`src/hw/rtl/assert_macros.svh`:
```
// Assertion macros shared by the RTL; they compile away when SYNTHESIS is defined.
`ifndef ASSERT_MACROS_SVH
`define ASSERT_MACROS_SVH
`ifndef SYNTHESIS
// Check that an expression holds at every clock edge outside reset.
`define ASSERT_ALWAYS(label, clk, rst_n, expr) \
    label: assert property (@(posedge clk) disable iff (!rst_n) (expr)) \
        else $error("%m: assertion failed");
// Check that a consequent holds whenever its antecedent holds.
`define ASSERT_IMPLY(label, clk, rst_n, ante, cons) \
    label: assert property (@(posedge clk) disable iff (!rst_n) (ante) |-> (cons)) \
        else $error("%m: assertion failed");
`else
`define ASSERT_ALWAYS(label, clk, rst_n, expr)
`define ASSERT_IMPLY(label, clk, rst_n, ante, cons)
`endif
`endif

```
`src/hw/rtl/olpir_pkg.sv`:
```
// Shared constants and types for the ordered list core.
`timescale 1ns / 1ps
`default_nettype none
package olpir_pkg;

    localparam int CAPACITY_DEF = 16;

    localparam int CMD_W    = 2;
    localparam int POS_W    = 5;
    localparam int VAL_W    = 32;
    localparam int STATUS_W = 2;
    localparam int COUNT_W  = 5;

    localparam logic [CMD_W-1:0] CMD_INSERT = 2'd0;
    localparam logic [CMD_W-1:0] CMD_REMOVE = 2'd1;
    localparam logic [CMD_W-1:0] CMD_READ   = 2'd2;

    localparam logic [STATUS_W-1:0] ST_DONE  = 2'd0;
    localparam logic [STATUS_W-1:0] ST_FULL  = 2'd1;
    localparam logic [STATUS_W-1:0] ST_EMPTY = 2'd2;

    typedef enum logic [7:0] {
        S_IDLE   = 8'b0000_0001,
        S_INS_RD = 8'b0000_0010,
        S_INS_WR = 8'b0000_0100,
        S_GET    = 8'b0000_1000,
        S_CAP    = 8'b0001_0000,
        S_REM_RD = 8'b0010_0000,
        S_REM_WR = 8'b0100_0000,
        S_FIN    = 8'b1000_0000
    } t_state;

endpackage
`default_nettype wire

```
`src/hw/rtl/olpir_store.sv`:
```
// Value store: one write port and one read port with registered read data.
`timescale 1ns / 1ps
`default_nettype none
module olpir_store
    import olpir_pkg::*;
#(
    parameter int DEPTH = CAPACITY_DEF,
    parameter int AW    = $clog2(CAPACITY_DEF)
) (
    input  wire logic             i_clk,
    input  wire logic             i_we,
    input  wire logic [AW-1:0]    i_waddr,
    input  wire logic [VAL_W-1:0] i_wdata,
    input  wire logic             i_re,
    input  wire logic [AW-1:0]    i_raddr,
    output logic      [VAL_W-1:0] o_rdata
);

    logic [VAL_W-1:0] r_mem [DEPTH];

    always_ff @(posedge i_clk) begin
        if (i_we) begin
            r_mem[i_waddr] <= i_wdata;
        end
    end

    always_ff @(posedge i_clk) begin
        if (i_re) begin
            o_rdata <= r_mem[i_raddr];
        end
    end

endmodule
`default_nettype wire

```
`src/hw/rtl/ordered_list_positional_insert_remove_core.sv`:
```
// Ordered list core: positional insert, remove and read over a shifting value store.
// Throughput: one item at a time; each entry moved takes a read on the store's read
//   port and then a write on its write port, driven by a single up/down index unit.
// Reset: synchronous, active low; empties the list and the output register. Stored
//   values are not cleared, and only entries below the count are ever read.
`timescale 1ns / 1ps
`default_nettype none
`include "assert_macros.svh"
module ordered_list_positional_insert_remove_core
    import olpir_pkg::*;
#(
    parameter int CAPACITY = CAPACITY_DEF
) (
    input  wire logic                     i_clk,
    input  wire logic                     i_rst_n,
    // input item channel
    input  wire logic                     i_in_valid,
    output logic                          o_in_stall,
    input  wire logic [CMD_W-1:0]         i_cmd,
    input  wire logic [POS_W-1:0]         i_position,
    input  wire logic signed [VAL_W-1:0]  i_value_in,
    // result item channel
    output logic                          o_out_valid,
    input  wire logic                     i_out_stall,
    output logic [STATUS_W-1:0]           o_status,
    output logic signed [VAL_W-1:0]       o_value_out,
    output logic [COUNT_W-1:0]            o_count_out
);

    // Address width of the store, width of the fill count (it holds CAPACITY itself),
    // and a compare width wide enough for both the count and the position field.
    localparam int AW = $clog2(CAPACITY);
    localparam int CW = $clog2(CAPACITY + 1);
    localparam int PW = (CW > POS_W) ? CW : POS_W;

    t_state                r_state, n_state;
    logic [CW-1:0]         r_cnt, n_cnt;
    logic [CMD_W-1:0]      r_cmd, n_cmd;
    logic signed [VAL_W-1:0] r_val, n_val;
    logic [AW-1:0]         r_idx, n_idx;     // entry the loop is working on
    logic [AW-1:0]         r_lim, n_lim;     // entry at which the loop stops
    logic [STATUS_W-1:0]   r_status, n_status;
    logic signed [VAL_W-1:0] r_res, n_res;

    // output register
    logic                  r_out_valid, n_out_valid;
    logic [STATUS_W-1:0]   r_out_status, n_out_status;
    logic signed [VAL_W-1:0] r_out_value, n_out_value;
    logic [COUNT_W-1:0]    r_out_count, n_out_count;

    // store port
    logic                  mem_we;
    logic [AW-1:0]         mem_waddr;
    logic [VAL_W-1:0]      mem_wdata;
    logic                  mem_re;
    logic [AW-1:0]         mem_raddr;
    logic [VAL_W-1:0]      mem_rdata;

    // position saturation
    logic [PW-1:0]         pos_ext;
    logic [PW-1:0]         cnt_ext;
    logic [PW-1:0]         last_ext;
    logic [PW-1:0]         ins_pos;
    logic [PW-1:0]         rem_pos;

    // Shared index unit: step down while opening a gap, up while closing one.
    logic                  step_down;
    logic [AW-1:0]         idx_step;

    olpir_store #(
        .DEPTH (CAPACITY),
        .AW    (AW)
    ) u_store (
        .i_clk   (i_clk),
        .i_we    (mem_we),
        .i_waddr (mem_waddr),
        .i_wdata (mem_wdata),
        .i_re    (mem_re),
        .i_raddr (mem_raddr),
        .o_rdata (mem_rdata)
    );

    assign step_down = (r_state == S_INS_RD) || (r_state == S_INS_WR);
    assign idx_step  = step_down ? (r_idx - AW'(1)) : (r_idx + AW'(1));

    // Clamp the position to the end: count for insert, count-1 for remove and read.
    assign pos_ext  = PW'(i_position);
    assign cnt_ext  = PW'(r_cnt);
    assign last_ext = cnt_ext - PW'(1);
    assign ins_pos  = (pos_ext > cnt_ext)  ? cnt_ext  : pos_ext;
    assign rem_pos  = (pos_ext > last_ext) ? last_ext : pos_ext;

    // Hold the input stalled while busy and while reset is low.
    assign o_in_stall  = (r_state != S_IDLE) || !i_rst_n;
    assign o_out_valid = r_out_valid;
    assign o_status    = r_out_status;
    assign o_value_out = r_out_value;
    assign o_count_out = r_out_count;

    always_comb begin
        n_state      = r_state;
        n_cnt        = r_cnt;
        n_cmd        = r_cmd;
        n_val        = r_val;
        n_idx        = r_idx;
        n_lim        = r_lim;
        n_status     = r_status;
        n_res        = r_res;
        n_out_valid  = r_out_valid;
        n_out_status = r_out_status;
        n_out_value  = r_out_value;
        n_out_count  = r_out_count;
        mem_we       = 1'b0;
        mem_waddr    = r_idx;
        mem_wdata    = mem_rdata;
        mem_re       = 1'b0;
        mem_raddr    = idx_step;

        // Drop the held result once the far side takes it.
        if (r_out_valid && !i_out_stall) begin
            n_out_valid = 1'b0;
        end

        unique case (r_state)
            S_IDLE: begin
                if (i_in_valid) begin
                    n_cmd    = i_cmd;
                    n_val    = i_value_in;
                    n_res    = '0;
                    n_status = ST_DONE;
                    priority if (i_cmd == CMD_INSERT) begin
                        if (r_cnt == CW'(CAPACITY)) begin
                            // full: drop the value, store unchanged
                            n_status = ST_FULL;
                            n_state  = S_FIN;
                        end else begin
                            // open a gap from the back down to the target
                            n_idx   = AW'(r_cnt);
                            n_lim   = AW'(ins_pos);
                            n_state = S_INS_RD;
                        end
                    end else if (i_cmd == CMD_REMOVE || i_cmd == CMD_READ) begin
                        if (r_cnt == '0) begin
                            n_status = ST_EMPTY;
                            n_state  = S_FIN;
                        end else begin
                            n_idx   = AW'(rem_pos);
                            n_lim   = AW'(last_ext);
                            n_state = S_GET;
                        end
                    end else begin
                        // unused command: no change, plain result
                        n_state = S_FIN;
                    end
                end
            end
            S_INS_RD: begin
                if (r_idx == r_lim) begin
                    // gap is open: drop the new value into it
                    mem_we    = 1'b1;
                    mem_waddr = r_idx;
                    mem_wdata = r_val;
                    n_cnt     = r_cnt + CW'(1);
                    n_state   = S_FIN;
                end else begin
                    mem_re    = 1'b1;
                    mem_raddr = idx_step;
                    n_state   = S_INS_WR;
                end
            end
            S_INS_WR: begin
                mem_we    = 1'b1;
                mem_waddr = r_idx;
                mem_wdata = mem_rdata;
                n_idx     = idx_step;
                n_state   = S_INS_RD;
            end
            S_GET: begin
                mem_re    = 1'b1;
                mem_raddr = r_idx;
                n_state   = S_CAP;
            end
            S_CAP: begin
                n_res = $signed(mem_rdata);
                if (r_cmd == CMD_REMOVE) begin
                    n_state = S_REM_RD;
                end else begin
                    n_state = S_FIN;
                end
            end
            S_REM_RD: begin
                if (r_idx == r_lim) begin
                    // every later entry has moved down by one
                    n_cnt   = r_cnt - CW'(1);
                    n_state = S_FIN;
                end else begin
                    mem_re    = 1'b1;
                    mem_raddr = idx_step;
                    n_state   = S_REM_WR;
                end
            end
            S_REM_WR: begin
                mem_we    = 1'b1;
                mem_waddr = r_idx;
                mem_wdata = mem_rdata;
                n_idx     = idx_step;
                n_state   = S_REM_RD;
            end
            S_FIN: begin
                // Hold here until the output register is free.
                if (!r_out_valid || !i_out_stall) begin
                    n_out_valid  = 1'b1;
                    n_out_status = r_status;
                    n_out_value  = r_res;
                    n_out_count  = cnt_ext[COUNT_W-1:0];
                    n_state      = S_IDLE;
                end
            end
            default: begin
                n_state = S_IDLE;
            end
        endcase
    end

    always_ff @(posedge i_clk) begin
        if (!i_rst_n) begin
            r_state     <= S_IDLE;
            r_cnt       <= '0;
            r_out_valid <= 1'b0;
        end else begin
            r_state     <= n_state;
            r_cnt       <= n_cnt;
            r_out_valid <= n_out_valid;
        end
    end

    always_ff @(posedge i_clk) begin
        r_cmd        <= n_cmd;
        r_val        <= n_val;
        r_idx        <= n_idx;
        r_lim        <= n_lim;
        r_status     <= n_status;
        r_res        <= n_res;
        r_out_status <= n_out_status;
        r_out_value  <= n_out_value;
        r_out_count  <= n_out_count;
    end

    `ASSERT_ALWAYS(a_cnt_bound, i_clk, i_rst_n, r_cnt <= CW'(CAPACITY))
    `ASSERT_IMPLY(a_ins_no_underrun, i_clk, i_rst_n, r_state == S_INS_WR, r_idx > r_lim)
    `ASSERT_IMPLY(a_rem_no_overrun, i_clk, i_rst_n, r_state == S_REM_WR, r_idx < r_lim)
    `ASSERT_IMPLY(a_full_flag, i_clk, i_rst_n, (r_state == S_FIN) && (r_status == ST_FULL), r_cnt == CW'(CAPACITY))

endmodule
`default_nettype wire

```
`config.mk`:
```
export PLATFORM = sky130hd
export DESIGN_NAME = ordered_list_positional_insert_remove_core
export DESIGN_NICKNAME = d
export VERILOG_FILES = /design/src/hw/rtl/olpir_pkg.sv /design/src/hw/rtl/olpir_store.sv /design/src/hw/rtl/ordered_list_positional_insert_remove_core.sv
export VERILOG_INCLUDE_DIRS = /design/src /design/src/hw/rtl
export SDC_FILE = /design/constraint.sdc
export NUM_CORES = 1
export LEC_CHECK = 0
export ABC_CLOCK_PERIOD_IN_PS = 5200
export BUFFER_PORTS_ARGS = -buffer_cell sky130_fd_sc_hd__buf_2
export CAP_MARGIN = 20
export CORE_UTILIZATION = 55
export CTS_CLUSTER_SIZE = 24
export DETAILED_ROUTE_END_ITERATION = 7
export PLACE_DENSITY = 0.78
export SETUP_SLACK_MARGIN = 0.3
export SLEW_MARGIN = 0
export SYNTH_ARGS = -nofsm -noshare
export SYNTH_HDL_FRONTEND = slang
export SYNTH_HIERARCHICAL = 1
export SYNTH_SLANG_ARGS = --single-unit
```
`constraint.sdc`:
```
create_clock -name i_clk -period 5.2 [get_ports i_clk]
set_input_delay 1.3 -clock i_clk [delete_from_list [all_inputs] [get_ports i_clk]]
set_output_delay 1.3 -clock i_clk [all_outputs]
set_load 0.01 [all_outputs]
```
==> results of run 1 <==
## worst max-delay path by stage
stage	start	cells past startpoint	endpoint	slack, ns
floorplan	r_idx[0]	7	u_store/r_mem[0][0]	0.51
global placement	r_state[0]	13	u_store/o_rdata[12]	1.48
detailed placement	r_state[0]	9	u_store/o_rdata[5]	1.37
CTS	r_state[0]	9	u_store/o_rdata[13]	1.33
global route	r_state[0]	9	u_store/o_rdata[5]	1.16
finish	r_state[0]	9	u_store/o_rdata[13]	1.31
## critical path: cells and delay by family (launching register included)
kind / cells / cell delay (ns)
flip-flops: 1 / 0.41
buffers and inverters: 1 / 0.45
adder cells (fa/ha/maj): 1 / 0.27
AND/OR/NAND/NOR: 3 / 0.80
multiplexers: 2 / 1.19
AO/OA/AOI/OAI: 2 / 0.43
## metrics by stage
step	util, %	setup slack, ns	power, W	cells	hold slack [ns]
floorplan	-	0.5120	0.006296	1228	0.4003
detailed placement	58.59	1.365	0.006412	1897	0.4045
finish	63.31	1.308	0.01101	2020	0.4154
global placement	58.59	1.481	0.006402	1897	0.4013
CTS	63.17	1.332	0.01106	2017	0.4114
global route	63.31	1.164	0.01131	2020	0.4220
## routing by layer
| layer | wire length (um) | track usage, % | vias up |
|---|---|---|---|
| met5 | 0 | 0 | - |
| met4 | 1352 | 7.917 | 0 |
| met3 | 4901 | 4.879 | 105 |
| met2 | 28860 | 40.51 | 706 |
| met1 | 21940 | 32.93 | 6723 |
| li1 | - | - | 5337 |
## sequential cells by signal (all words and copies together), names as in the netlist
name,flops
o_status,2
o_out_valid,1
o_value_out,32
r_cmd,2
r_val,32
r_idx,4
u_store/o_rdata,32
r_lim,4
cnt_ext,5
r_state,8
r_status,2
o_count_out,5
u_store/r_mem,512
r_res,32
## cells in the final DEF, fill, tap and decap left out, drive strengths merged, types with 7 or more instances in the layout
| master | instances |
|---|---|
| a21oi | 11 |
| a22oi | 64 |
| and2 | 33 |
| buf | 120 |
| clkbuf | 90 |
| clkinv | 24 |
| dfxtp | 14 |
| edfxtp | 659 |
| ha | 17 |
| inv | 14 |
| mux2 | 36 |
| mux2i | 8 |
| mux4 | 128 |
| nand2 | 54 |
| nand3 | 7 |
| nor2 | 34 |
| nor2b | 8 |
| nor3 | 9 |
| o21ai | 8 |
| xnor2 | 12 |
## power groups by stage
| stage | registers [W] | clock network [W] | logic (W) |
|---|---|---|---|
| 3_3_place_gp | 0.00609 | 0 | 0.000316 |
| 6_report | 0.00597 | 0.00470 | 0.000337 |
| 5_1_grt | 0.00597 | 0.00497 | 0.000361 |
| 2_1_floorplan | 0.00608 | 0 | 0.000218 |
| 3_5_place_dp | 0.00609 | 0 | 0.000325 |
| 4_1_cts | 0.00597 | 0.00476 | 0.000329 |
## cells by family (layout without fill, tap and decap cells)
logic type,count (synthesis),in the layout
adder cells (fa/ha/maj),18,18
AO/OA/AOI/OAI,107,107
multiplexers,172,172
buffers and inverters,68,253
XOR/XNOR,15,15
AND/OR/NAND/NOR,175,175
flip-flops,673,673
## final cells by class
class                           instances  share of cell area (%)
Clock buffer                           90                   6.317
Clock inverter                         30                  0.9103
Inverter                               13                  0.1659
Multi-Input combinational cell        487                   19.07
Sequential cell                       673                   68.23
Tap cell                              607                   2.582
Timing Repair Buffer                  120                   2.722
==> results.cfg, run 1 <==
[status]
status = finished clean

[clock_network]
h-tree-depth = 3
clock_latency_ns = 0.60
postCtsHoldBufs = 0
clkSinkCount = 673
cts_buffer_depth = 3
post-cts-setup-buffers = 0
ctsResizeCount = 0
root_buffer = clkbuf_16
cts_buffers = 67
clk_pin_slew_ns = 0.06
cts_tree = done

[setup_path]
worstSetupPathType = flip-flop to flip-flop
cp_cell_sequence = nor4_4 > nand3_2 > o21ai_2 > fa_1 > mux2_4 > buf_12 > mux4_2 > a22oi_1 > nand2_1
max_stage_delay_ns = 0.82
rr_worst_depth = 9
path_max_fanout = 68
rrSetupSlack_ns = 1.31
startpoint_type = flip-flop
cp.arrival_ns = 4.21
worst_r2r_startpoint = r_state[0]
required_ns = 5.51
r2r_end = u_store/o_rdata[13]
cp_slowest_cell = mux2_4
cp-end-kind = flip-flop

[synth]
seq_area_frac_synth_pct = 77.62
synth_compound_area_share_pct = 3.000
synthSimpleGateAreaFrac_pct = 3.678
synth.distinct_cells = 62
avgSynthCellArea_sq_um = 21.06
syn_area_sq_um = 25860
yosys-top-cells-area = edfxtp_1, mux4_2, a22oi_1
synth_top_cell_by_area = edfxtp_1
yosys.area.top_type_share_pct = 76.53
synth_xor_area_share_pct = 0.5081
synthMuxAreaShare_pct = 13.03
synth-edff-count = 659
synthTopCellsByCount = edfxtp_1, mux4_2, a22oi_1, nand2_1, mux2_2
synth-main-ff-cell = edfxtp_1
synthArstFlopShare_pct = 0
synth_top_family_by_area = multiplexers
synth_adder_area_share_pct = 0.9000
syn_inst = 1228
yosysWarnings = 6
synth_nets = 1289
synth.most_common_cell = edfxtp_1
yosys_register_bits = 673

[placement]
io_buffers = 83
placedInstanceArea_sq_um = 27220
dp_hpwl_um = 29150
gp_congestion = 0.8925

[power_and_ir_drop]
p_comb_share_pct = 3.1
vdd_ir_drop_max_mv = 0.3381
clkPwrFrac_pct = 42.7
p_leak_nw = 9.581
power_density_nw_per_um2 = 374.2
internal-power_w = 0.008844
p_sw_w = 0.002164
p_seq_share_pct = 54.3
p_sw_share_pct = 19.66

[cells_and_area]
stdcell_area_sq_um = 29410
ff_latch_area_sq_um = 20070
multi_input_area_sq_um = 5609
num-fill-cells = 2997
area_growth_pct = 13.75
antenna_cells = 0
fin_nets = 1423
drive_gt1_share_pct = 29.16

[hold_path]
worstHoldStart = r_res[17]
holdPathStages = 0
whs_endpoint = o_value_out[17]
hold_class = flip-flop to flip-flop

[timing]
period_needed_ns = 3.892
skew_ns = 0.02213
rsz0062_at_grt = false
finalSetupViolCount = 0
slew_headroom_pct = 33.31
finalMaxSlewViolations = 0
tightestPinTransition_ns = 0.9950
clock.fmax_ghz = 0.2569
period_share_pct = 74.85
fin_setup_tns_ns = 0
final-hold-violation-count = 0

[route]
vias = 12870
route.antenna.remaining_nets = 0
drt_iter0_drc = 1384
viasPerCell = 6.372
drc_errors = 0
drt_first_pass_iters = 5
wl_um = 57060
wl_per_cell_um = 28.25

[die]
initial_core_util_pct = 55.66
io_pins = 84
fp.dieArea_sq_um = 47880
die_w_um = 218.8
num_rows = 79
die_h_um = 218.8
coreArea_sq_um = 46460

[global_route]
grt-ovfl-total = 0
grt_pass1_wl_um = 83840
track_usage_pct = 24.49
grt_pass1_vias = 13170
grt_max_degree = 77
antenna_found_initial = 0

[run]
drv_cap = 0
No activity file was read; power rests on OpenSTA's default activity.
==> run 2: changes to the inputs <==
ABC_CLOCK_PERIOD_IN_PS = 3600   (was 5200)
clock period = 3.6 ns   (was 5.2 ns; I/O delays follow)
==> results.cfg, run 2 (synthesized netlist as in run 1, its figures left out) <==
[route]
route.antenna.remaining_nets = 0
wl_per_cell_um = 27.49
drc_errors = 0
vias = 12840
wl_um = 56050
drt_iter0_drc = 1343
viasPerCell = 6.297
drt_first_pass_iters = 5

[timing]
rsz0062_at_grt = true
finalSetupViolCount = 0
fin_setup_tns_ns = 0
final-hold-violation-count = 0
skew_ns = 0.02286
worst_slack_ns = 0.3445
fin_hold_ws_ns = 0.4117
period_needed_ns = 3.256
period_share_pct = 90.43
clock.fmax_ghz = 0.3072
tightestPinTransition_ns = 0.7278
slew_headroom_pct = 51.48
finalMaxSlewViolations = 0

[die]
initial_core_util_pct = 55.66
num_rows = 79
coreArea_sq_um = 46460
die_w_um = 218.8
fp.dieArea_sq_um = 47880
io_pins = 84
die_h_um = 218.8

[power_and_ir_drop]
internal-power_w = 0.01287
p_comb_share_pct = 3.2
p_leak_nw = 9.763
clkPwrFrac_pct = 43.0
vdd_ir_drop_max_mv = 0.4712
p_sw_share_pct = 19.65
power_density_nw_per_um2 = 536.6
p_seq_share_pct = 53.8
p_sw_w = 0.003148

[setup_path]
max_stage_delay_ns = 0.55
required_ns = 3.93
cp_cell_sequence = or4_4 > o21ai_2 > buf_4 > fa_1 > mux2_4 > buf_12 > mux4_2 > a22oi_2 > nand2_1
worstSetupPathType = flip-flop to flip-flop
cp_slowest_cell = or4_4
cp.arrival_ns = 3.58
startpoint_type = flip-flop
critPathBufInv = 2
critPathTopFamily = multiplexers
cp-end-kind = flip-flop
path_max_fanout = 61

[global_route]
antenna_found_initial = 0
grt_max_degree = 68
track_usage_pct = 24.26
grt_pass1_wl_um = 82890
grt-ovfl-total = 0
grt_pass1_vias = 13140

[clock_network]
cts_tree = done
clock_latency_ns = 0.59
cts_buffer_depth = 3
clk_pin_slew_ns = 0.06
root_buffer = clkbuf_16
postCtsHoldBufs = 0
h-tree-depth = 3
cts_buffers = 66
clkSinkCount = 673

[placement]
dp_slack_ns = 0.2081
io_buffers = 83
dp_hpwl_um = 30450
gp_congestion = 0.8611

[cells_and_area]
fin_nets = 1446
finish.utilization_pct = 64.26
num-fill-cells = 2890
largest_register = u_store/r_mem
final_cell_mix = edfxtp_1, mux4_2, buf_2
final_common_cell = edfxtp_1
drive_gt1_share_pct = 30.94
largest_reg_flops = 512
area_growth_pct = 15.46
antenna_cells = 0

[run]
drv_cap = 0

[hold_path]
hold_class = flip-flop to flip-flop

[status]
status = finished clean
[run 2: changes by cell type in the layout (fill, tap and decap cells not counted), sizes merged]
cell | before | now
buf | 120 | 144
bufinv | 5 | 7
clkbuf | 90 | 86
clkinv | 24 | 20
clkinvlp | 0 | 1
[run 2: power by group through the flow]
stage	clock network (W)	registers, W	logic [W]
CTS	0.00699	0.00862	0.000514
global route	0.00728	0.00862	0.000551
global placement	0	0.00879	0.000492
floorplan	0	0.00878	0.000315
detailed placement	0	0.00879	0.000505
finish	0.00688	0.00862	0.000515
[run 2: worst paths after layout]
kind / startpoint / to / cells past startpoint / slack, ns
min reg2reg: r_res[17] / o_value_out[17] / 0 / 0.41
min: r_res[17] / o_value_out[17] / 0 / 0.41
max reg2reg: r_state[1] / u_store/o_rdata[7] / 9 / 0.34
max: r_state[1] / u_store/o_rdata[7] / 9 / 0.34
[run 2: stage by stage]
step	power (W)	instances	area, sq um
final	0.01602	2039	29850
after global routing	0.01646	2039	29850
after CTS	0.01613	2038	29810
after detailed placement	0.009293	1923	27650
after global placement	0.009278	1923	27650
after floorplan	0.009095	1228	25890
[run 2: layout make-up]
class	instances	area [sq um]	share of cell area [%]
clock buffers	86	1812	6.069
inverters	13	48.80	0.1635
flip-flops and latches	673	20070	67.23
clock inverters	29	336.6	1.127
well taps	607	759.5	2.544
repair buffers	144	1160	3.885
multi-input cells	487	5668	18.99
[run 2: metal layers]
layer / GRT usage [%] / routed length [um] / share of wire, % / vias to the layer above
met5: 0 / 0 / 0 / -
met4: 9.676 / 1698 / 3.0 / 0
li1: - / - / - / 5380
met1: 32.23 / 21510 / 38 / 6692
met3: 4.144 / 4363 / 7.8 / 122
met2: 40.28 / 28480 / 51 / 645
[run 2: timing repair]
action | in CTS | in global routing
hold endpoints to repair | 0 | 0
setup buffers | 0 | 1
endpoints found under the setup margin | 25 | 32
resized for setup | 3 | 8
